==> config.mk <==
export PLATFORM = sky130hd
export DESIGN_NAME = pva_cell
export DESIGN_NICKNAME = d
export VERILOG_FILES = /design/src/rtl/pva_pkg.sv /design/src/rtl/pva_cell.sv
export SDC_FILE = /design/constraint.sdc
export NUM_CORES = 1
export LEC_CHECK = 0
export ABC_AREA = 1
export BUFFER_PORTS_ARGS = -buffer_cell sky130_fd_sc_hd__buf_4
export CAP_MARGIN = 20
export CORE_ASPECT_RATIO = 0.75
export CORE_MARGIN = 2
export CORE_UTILIZATION = 30
export DETAILED_ROUTE_END_ITERATION = 10
export GPL_TIMING_DRIVEN = 0
export PLACE_DENSITY = 0.45
export SLEW_MARGIN = 20
export SYNTH_ARGS = -nofsm -noshare
export SYNTH_HDL_FRONTEND = slang
export SYNTH_SLANG_ARGS = --single-unit
==> constraint.sdc <==
create_clock -name clock -period 10.2 [get_ports clock]
set_input_delay 0.51 -clock clock [delete_from_list [all_inputs] [get_ports clock]]
set_output_delay 0.51 -clock clock [all_outputs]
set_load 0.02 [all_outputs]
==> src/rtl/pva_pkg.sv <==
// Shared types and constants of the polyphonic voice allocator.
// Holds the item structs, operation and status codes and the cell command bus.
// No dependencies.
package pva_pkg;

   // Fixed field widths and widest internal indexes over the parameter ranges
   localparam int LEVEL_W = 16;
   localparam int SUM_W   = 19;   // up to eight 16-bit levels
   localparam int VIDX_W  = 5;    // up to 32 voices
   localparam int IIDX_W  = 4;    // up to 16 instruments
   localparam int OIDX_W  = 3;    // up to 8 oscillators

   // Envelope state codes
   localparam logic [2:0] ENV_IDLE    = 3'd0;
   localparam logic [2:0] ENV_ATTACK  = 3'd1;
   localparam logic [2:0] ENV_RELEASE = 3'd4;

   localparam logic [3:0] COUNT_MAX = 4'd15;

   typedef enum logic [1:0] {
      OP_NOTE_ON    = 2'd0,
      OP_NOTE_OFF   = 2'd1,
      OP_ALL_OFF    = 2'd2,
      OP_ENV_REPORT = 2'd3
   } op_type;

   typedef enum logic [1:0] {
      STAT_NEW    = 2'd0,
      STAT_STOLEN = 2'd1,
      STAT_NONE   = 2'd2,
      STAT_DONE   = 2'd3
   } status_type;

   typedef enum logic [1:0] {
      CMD_NONE    = 2'd0,
      CMD_GRANT   = 2'd1,
      CMD_RELEASE = 2'd2,
      CMD_REPORT  = 2'd3
   } cmd_kind_type;

   typedef enum logic [2:0] {
      FSM_IDLE   = 3'd0,
      FSM_SUM    = 3'd1,
      FSM_LAUNCH = 3'd2,
      FSM_SCAN   = 3'd3,
      FSM_APPLY  = 3'd4
   } fsm_type;

   typedef struct packed {
      op_type             op;
      logic [1:0]         instrument;
      logic [2:0]         voice_sel;
      logic [1:0]         osc_sel;
      logic [15:0]        pitch;
      logic [7:0]         velocity;
      logic [2:0]         env_state;
      logic [LEVEL_W-1:0] env_level;
   } req_type;

   typedef struct packed {
      status_type status;
      logic [2:0] voice_out;
      logic [3:0] active_voices;
   } rsp_type;

   // Command broadcast from the controller to every voice cell
   typedef struct packed {
      cmd_kind_type       kind;
      logic               all_voices;
      logic [VIDX_W-1:0]  voice;
      logic [IIDX_W-1:0]  instrument;
      logic [OIDX_W-1:0]  osc;
      logic [15:0]        pitch;
      logic [7:0]         velocity;
      logic [2:0]         env_state;
      logic [LEVEL_W-1:0] env_level;
   } cmd_type;

   // Scan item handed from cell to cell during a note on
   typedef struct packed {
      logic              valid;
      logic              have;
      logic              fresh;
      logic [SUM_W-1:0]  best;
      logic [VIDX_W-1:0] chosen;
   } token_type;

endpackage

==> src/rtl/pva_cell.sv <==
// One voice slot of the allocator: holds that voice's state for every instrument
// and takes part in the note-on scan by passing the candidate on to its neighbour.
// Depends on pva_pkg.
module pva_cell
   import pva_pkg::*;
#(
   parameter int NUM_INSTRUMENTS = 4,
   parameter int NUM_OSCS        = 4,
   parameter int CELL_INDEX      = 0
) (
   input  logic      clock,
   input  logic      reset,
   input  cmd_type   cmd,
   input  token_type token_in,
   output token_type token_out,
   output logic      freed
);

   localparam int IW = (NUM_INSTRUMENTS > 1) ? $clog2(NUM_INSTRUMENTS) : 1;
   localparam int OW = $clog2(NUM_OSCS);

   logic                             gate_ff     [NUM_INSTRUMENTS];
   logic [2:0]                       penv_ff     [NUM_INSTRUMENTS];
   logic [NUM_OSCS-1:0][2:0]         st_ff       [NUM_INSTRUMENTS];
   logic [NUM_OSCS-1:0][LEVEL_W-1:0] lv_ff       [NUM_INSTRUMENTS];
   logic [15:0]                      pitch_ff    [NUM_INSTRUMENTS];
   logic [7:0]                       vel_ff      [NUM_INSTRUMENTS];
   logic [SUM_W-1:0]                 sum_ff;
   logic [SUM_W-1:0]                 sum_in;
   token_type                        token_ff;
   token_type                        token_fwd_in;

   logic [IW-1:0]                    ins_idx;
   logic [OW-1:0]                    osc_idx;
   logic [NUM_OSCS-1:0][2:0]         st_row;
   logic [NUM_OSCS-1:0][LEVEL_W-1:0] lv_row;
   logic [NUM_OSCS-1:0][2:0]         st_row_in;
   logic [NUM_OSCS-1:0][LEVEL_W-1:0] lv_row_in;
   logic                             gate_in;
   logic [2:0]                       penv_in;
   logic                             row_idle;
   logic                             others_idle;
   logic                             hit;
   logic                             upd;
   logic                             store_note;

   assign ins_idx = cmd.instrument[IW-1:0];
   assign osc_idx = cmd.osc[OW-1:0];
   assign st_row  = st_ff[ins_idx];
   assign lv_row  = lv_ff[ins_idx];
   assign hit     = cmd.all_voices || (cmd.voice == VIDX_W'(CELL_INDEX));

   // Level sum and idle flags of the addressed instrument's row
   always_comb begin
      sum_in      = '0;
      row_idle    = 1'b1;
      others_idle = 1'b1;
      for (int o = 0; o < NUM_OSCS; o++) begin
         sum_in = sum_in + SUM_W'(lv_row[o]);
         if (st_row[o] != ENV_IDLE) begin
            row_idle = 1'b0;
            if (OW'(o) != osc_idx) begin
               others_idle = 1'b0;
            end
         end
      end
   end

   // Scan step: take the voice if it is free, else keep the quieter candidate
   always_comb begin
      token_fwd_in = token_in;
      if (token_in.valid && !token_in.fresh && !gate_ff[ins_idx]) begin
         if (row_idle) begin
            token_fwd_in.have   = 1'b1;
            token_fwd_in.fresh  = 1'b1;
            token_fwd_in.chosen = VIDX_W'(CELL_INDEX);
         end else if (!token_in.have || (sum_ff < token_in.best)) begin
            token_fwd_in.have   = 1'b1;
            token_fwd_in.best   = sum_ff;
            token_fwd_in.chosen = VIDX_W'(CELL_INDEX);
         end
      end
   end

   // Row updates for grant, release and envelope report
   always_comb begin
      st_row_in  = st_row;
      lv_row_in  = lv_row;
      gate_in    = gate_ff[ins_idx];
      penv_in    = penv_ff[ins_idx];
      freed      = 1'b0;
      upd        = 1'b0;
      store_note = 1'b0;
      if (hit) begin
         unique case (cmd.kind)
            CMD_NONE: begin
            end
            CMD_GRANT: begin
               upd        = 1'b1;
               store_note = 1'b1;
               for (int o = 0; o < NUM_OSCS; o++) begin
                  st_row_in[o] = ENV_ATTACK;
                  lv_row_in[o] = '0;
               end
               gate_in = 1'b1;
               penv_in = ENV_ATTACK;
            end
            CMD_RELEASE: begin
               upd = 1'b1;
               for (int o = 0; o < NUM_OSCS; o++) begin
                  if (st_row[o] != ENV_IDLE) begin
                     st_row_in[o] = ENV_RELEASE;
                  end
               end
               gate_in = 1'b0;
               if (penv_ff[ins_idx] != ENV_IDLE) begin
                  penv_in = ENV_RELEASE;
               end
            end
            CMD_REPORT: begin
               upd                = 1'b1;
               st_row_in[osc_idx] = cmd.env_state;
               lv_row_in[osc_idx] = cmd.env_level;
               freed = !row_idle && others_idle && (cmd.env_state == ENV_IDLE);
               if (freed) begin
                  gate_in = 1'b0;
               end
            end
         endcase
      end
   end

   // Hold voice state, register the sum and hand the scan item on
   always_ff @(posedge clock) begin
      if (reset) begin
         for (int i = 0; i < NUM_INSTRUMENTS; i++) begin
            gate_ff[i]  <= 1'b0;
            penv_ff[i]  <= ENV_IDLE;
            st_ff[i]    <= '0;
            lv_ff[i]    <= '0;
            pitch_ff[i] <= '0;
            vel_ff[i]   <= '0;
         end
         sum_ff   <= '0;
         token_ff <= '0;
      end else begin
         sum_ff   <= sum_in;
         token_ff <= token_fwd_in;
         if (upd) begin
            gate_ff[ins_idx] <= gate_in;
            penv_ff[ins_idx] <= penv_in;
            st_ff[ins_idx]   <= st_row_in;
            lv_ff[ins_idx]   <= lv_row_in;
         end
         if (store_note) begin
            pitch_ff[ins_idx] <= cmd.pitch;
            vel_ff[ins_idx]   <= cmd.velocity;
         end
      end
   end

   assign token_out = token_ff;

endmodule

==> flow_summary_export.csv <==
group,metric,value,unit
layout,area_growth,17.4,%
synthesis,ys_async_sr_fraction,0,%
critical_path,cp.arrival,5200,ps
synthesis,netlist.area_leader.share,50.3,%
power,power_frac_clock,36.5,%
sta,fmax,211,MHz
layout,final_cell_mix,"nand2_1, inv_1, edfxtp_1, nor2_1, buf_4",
clock_network,cts-root-buf,"clkbuf_16",
sta,setup_viol,0,
clock_network,cts_max_level,2,
sta,relSlewSlack,28.7,%
die,core,0.0605,mm^2
synthesis,yosysWarnings,0,
global_route,grt_pass1_wl,94900,um
die,ioPinCount,115,
global_route,top_usage_layer,"met2",
die,die-area,0.0633,mm^2
sta,holdWs,186,ps
synthesis,seq_area_frac_synth,55.2,%
global_route,grt_max_degree,41,
critical_path,crit_type,"input pin to flop",
synthesis,ys.flop_type,"edfxtp_1",
power,p_per_area,190,mW/mm^2
drt,vias_per_cell,4.97,
placement,place_inst,2868,
global_route,track_usage,20.3,%
die,initial_core_util,30.4,%
synthesis,syn_inst,1971,
global_route,overflow,0,
drt,first_iter_violations,1430,
placement,pre_cts_ws,5000,ps
synthesis,post-synth-top-area-cell,"edfxtp_1",
clock_network,ctsResizeCount,0,
drt,route.detailed.drc,0,
critical_path,endpoint_kind,"flop",
drt,wl_per_cell,22.0,um
global_route,antenna_found_initial,1,
hold_path,hold_class,"input pin to flop",
synthesis,syn-num-nets,2124,
drt,finalWirelength,64700,um
sta,min_period,4740,ps
clock_network,cts_tree,"done",
sta,slew_viol_final,0,
global_route,grtUsageMet2,31.1,%
placement,postPlaceCellArea,0.0203,mm^2
layout,layoutNonFillerInstCount,2939,
synthesis,ys_seq_elements,353,
die,rows,78,
die,die_y,218,um
placement,dp_hpwl,46100,um
sta,finalHoldViolCount,0,
power,total_power,4.09,mW
placement,gp_congestion,0.911,
global_route,first_global_vias,14400,
drt,ant_nets,0,
power,power_frac_seq,41.9,%
clock_network,cts_hold_buf,0,
layout,nets,2263,
clock_network,numCtsBuffers,40,
power,ir_worst_vdd,106,uV
clock_network,clk_pin_slew,60,ps
sta,setup_slack,5460,ps
power,swShare,30.2,%
critical_path,path_cells,"buf_2 -> inv_2 -> buf_4 -> clkbuf_1 -> a21oi_1 -> a32oi_1 -> inv_1 -> fa_1 -> inv_1 -> fa_1 -> ha_1 -> fa_1 -> nand3_1 -> nand2_1 -> nand4_1 -> nand3_1 -> a21boi_0 -> o21ai_0 -> nand2_1 -> nand2_1 -> nor2_1",
critical_path,crit_fanout,10,
layout,fin_area,0.0216,mm^2
synthesis,avgSynthCellArea,9.33,um^2
sta,fin_crit_sh,46.5,%
power,pwr-share-comb,21.6,%
sta,rsz0062_at_grt,"no",
critical_path,crit_path_start_kind,"input pin",
drt,first_pass_iters,5,
critical_path,rr_worst_depth,17,
critical_path,slowest_stage,"fa_1",
placement,io_buffers,84,
synthesis,synthTopCellsByArea,"edfxtp_1, nand2_1, inv_1",
clock_network,numClockSinks,353,
synthesis,synth_area,0.0184,mm^2
power,switching_power,1.23,mW
hold_path,hold_path_depth,3,
clock_network,clock_latency,550,ps
critical_path,critPathRequiredTime,10660,ps
layout,layout-drive-gt1-share,13.0,%
status,status,"finished, final reports clean",
synthesis,synthDistinctLibCells,45,
die,die_x,290,um
power,p_leak,9.88,nW
layout,final_common_cell,"nand2_1",
global_route,grt_use_met3,4.34,%
critical_path,max_stage_delay,560,ps
power,intPower,2.86,mW
global_route,grt_use_met1,29.5,%
drt,vias,14600,
synthesis,synth-edff-count,308,
sta,worst_slew_pin_slew,1070,ps
job,cap_violations,0,
sta,finalClockSkew,21.0,ps
clock_network,clk_path_buf_depth,3,
clock_network,cts_setup_buffers,0,
==> synth_stat cells (21+ instances only) <==
library cell and count:
nand3_1 58, clkbuf_1 26, nand2_1 484, fa_1 32, buf_2 53, edfxtp_1 308
inv_1 317, ha_1 34, a32oi_1 21, a32o_1 48, dfxtp_1 45, a21oi_1 86
a2bb2oi_1 23, nor2_1 208, nor2_2 27, nand4_1 22, o21ai_0 61
==> layer usage <==
| metal | wire, um | share of wire [%] |
|---|---|---|
| met1 | 30100 | 47 |
| met4 | 1050 | 1.6 |
| met2 | 28000 | 43 |
| met5 | 0 | 0 |
| met3 | 5540 | 8.6 |
==> final timing paths <==
| kind | from | slack [ps] | to |
|---|---|---|---|
| hold reg to reg | sum_ff[7]$_SDFF_PP0_ | 570 | token_out[12]$_SDFF_PP0_ |
| hold / removal | token_in[26] | 190 | token_out[26]$_SDFF_PP0_ |
| setup / recovery | cmd[47] | 5460 | sum_ff[13]$_SDFF_PP0_ |
| setup reg to reg | lv_ff[1][17]$_SDFFCE_PN0P_ | 6320 | sum_ff[13]$_SDFF_PP0_ |
==> critical path, delay by kind of cell <==
kind | cells | cell delay [ps]
AO/OA/AOI/OAI | 4 | 900
adder cells (fa/ha/maj) | 4 | 1710
buffers and inverters | 6 | 1410
AND/OR/NAND/NOR | 7 | 650
==> sequential cells by signal, indices dropped and copies added (netlist names) <==
register and cells:
sum_ff 18, gate_ff 4, token_out 27, lv_ff 256, st_ff 48
==> power groups by stage <==
stage	clock network (mW)	registers (mW)	logic, mW
global placement	0	1.76	0.867
CTS	1.51	1.72	0.887
finish	1.49	1.71	0.885
detailed placement	0	1.74	0.884
floorplan	0	1.75	0.562
global route	1.57	1.73	0.999
==> kinds of logic (layout without fill, tap and decap cells) <==
family                   after synthesis  count (layout)  synth area share (%)
adder cells (fa/ha/maj)               66              66                  5.80
buffers and inverters                432             599                  9.81
AND/OR/NAND/NOR                      818             818                  18.2
flip-flops                           353             353                  55.2
other                                  0               1                     0
AO/OA/AOI/OAI                        302             302                  11.0
==> layout make-up <==
type	instances	area, um^2
clock inverters	17	204
well taps	800	1000
clock buffers	53	1100
flip-flops and latches	353	10100
diodes	1	2.50
plain buffers	105	577
inverters	327	1230
multi-input cells	1186	6470
fillers	6213	38900
repair buffers	97	851
==> per-stage QoR <==
stage / util [%] / setup TNS, ps
final: 35.7 / 0
after global routing: 35.7 / 0
after CTS: 35.7 / 0
after detailed placement: 33.5 / 0
after global placement: 33.1 / -279790
after floorplan: - / 0
Power figures use the tool's default switching activity.
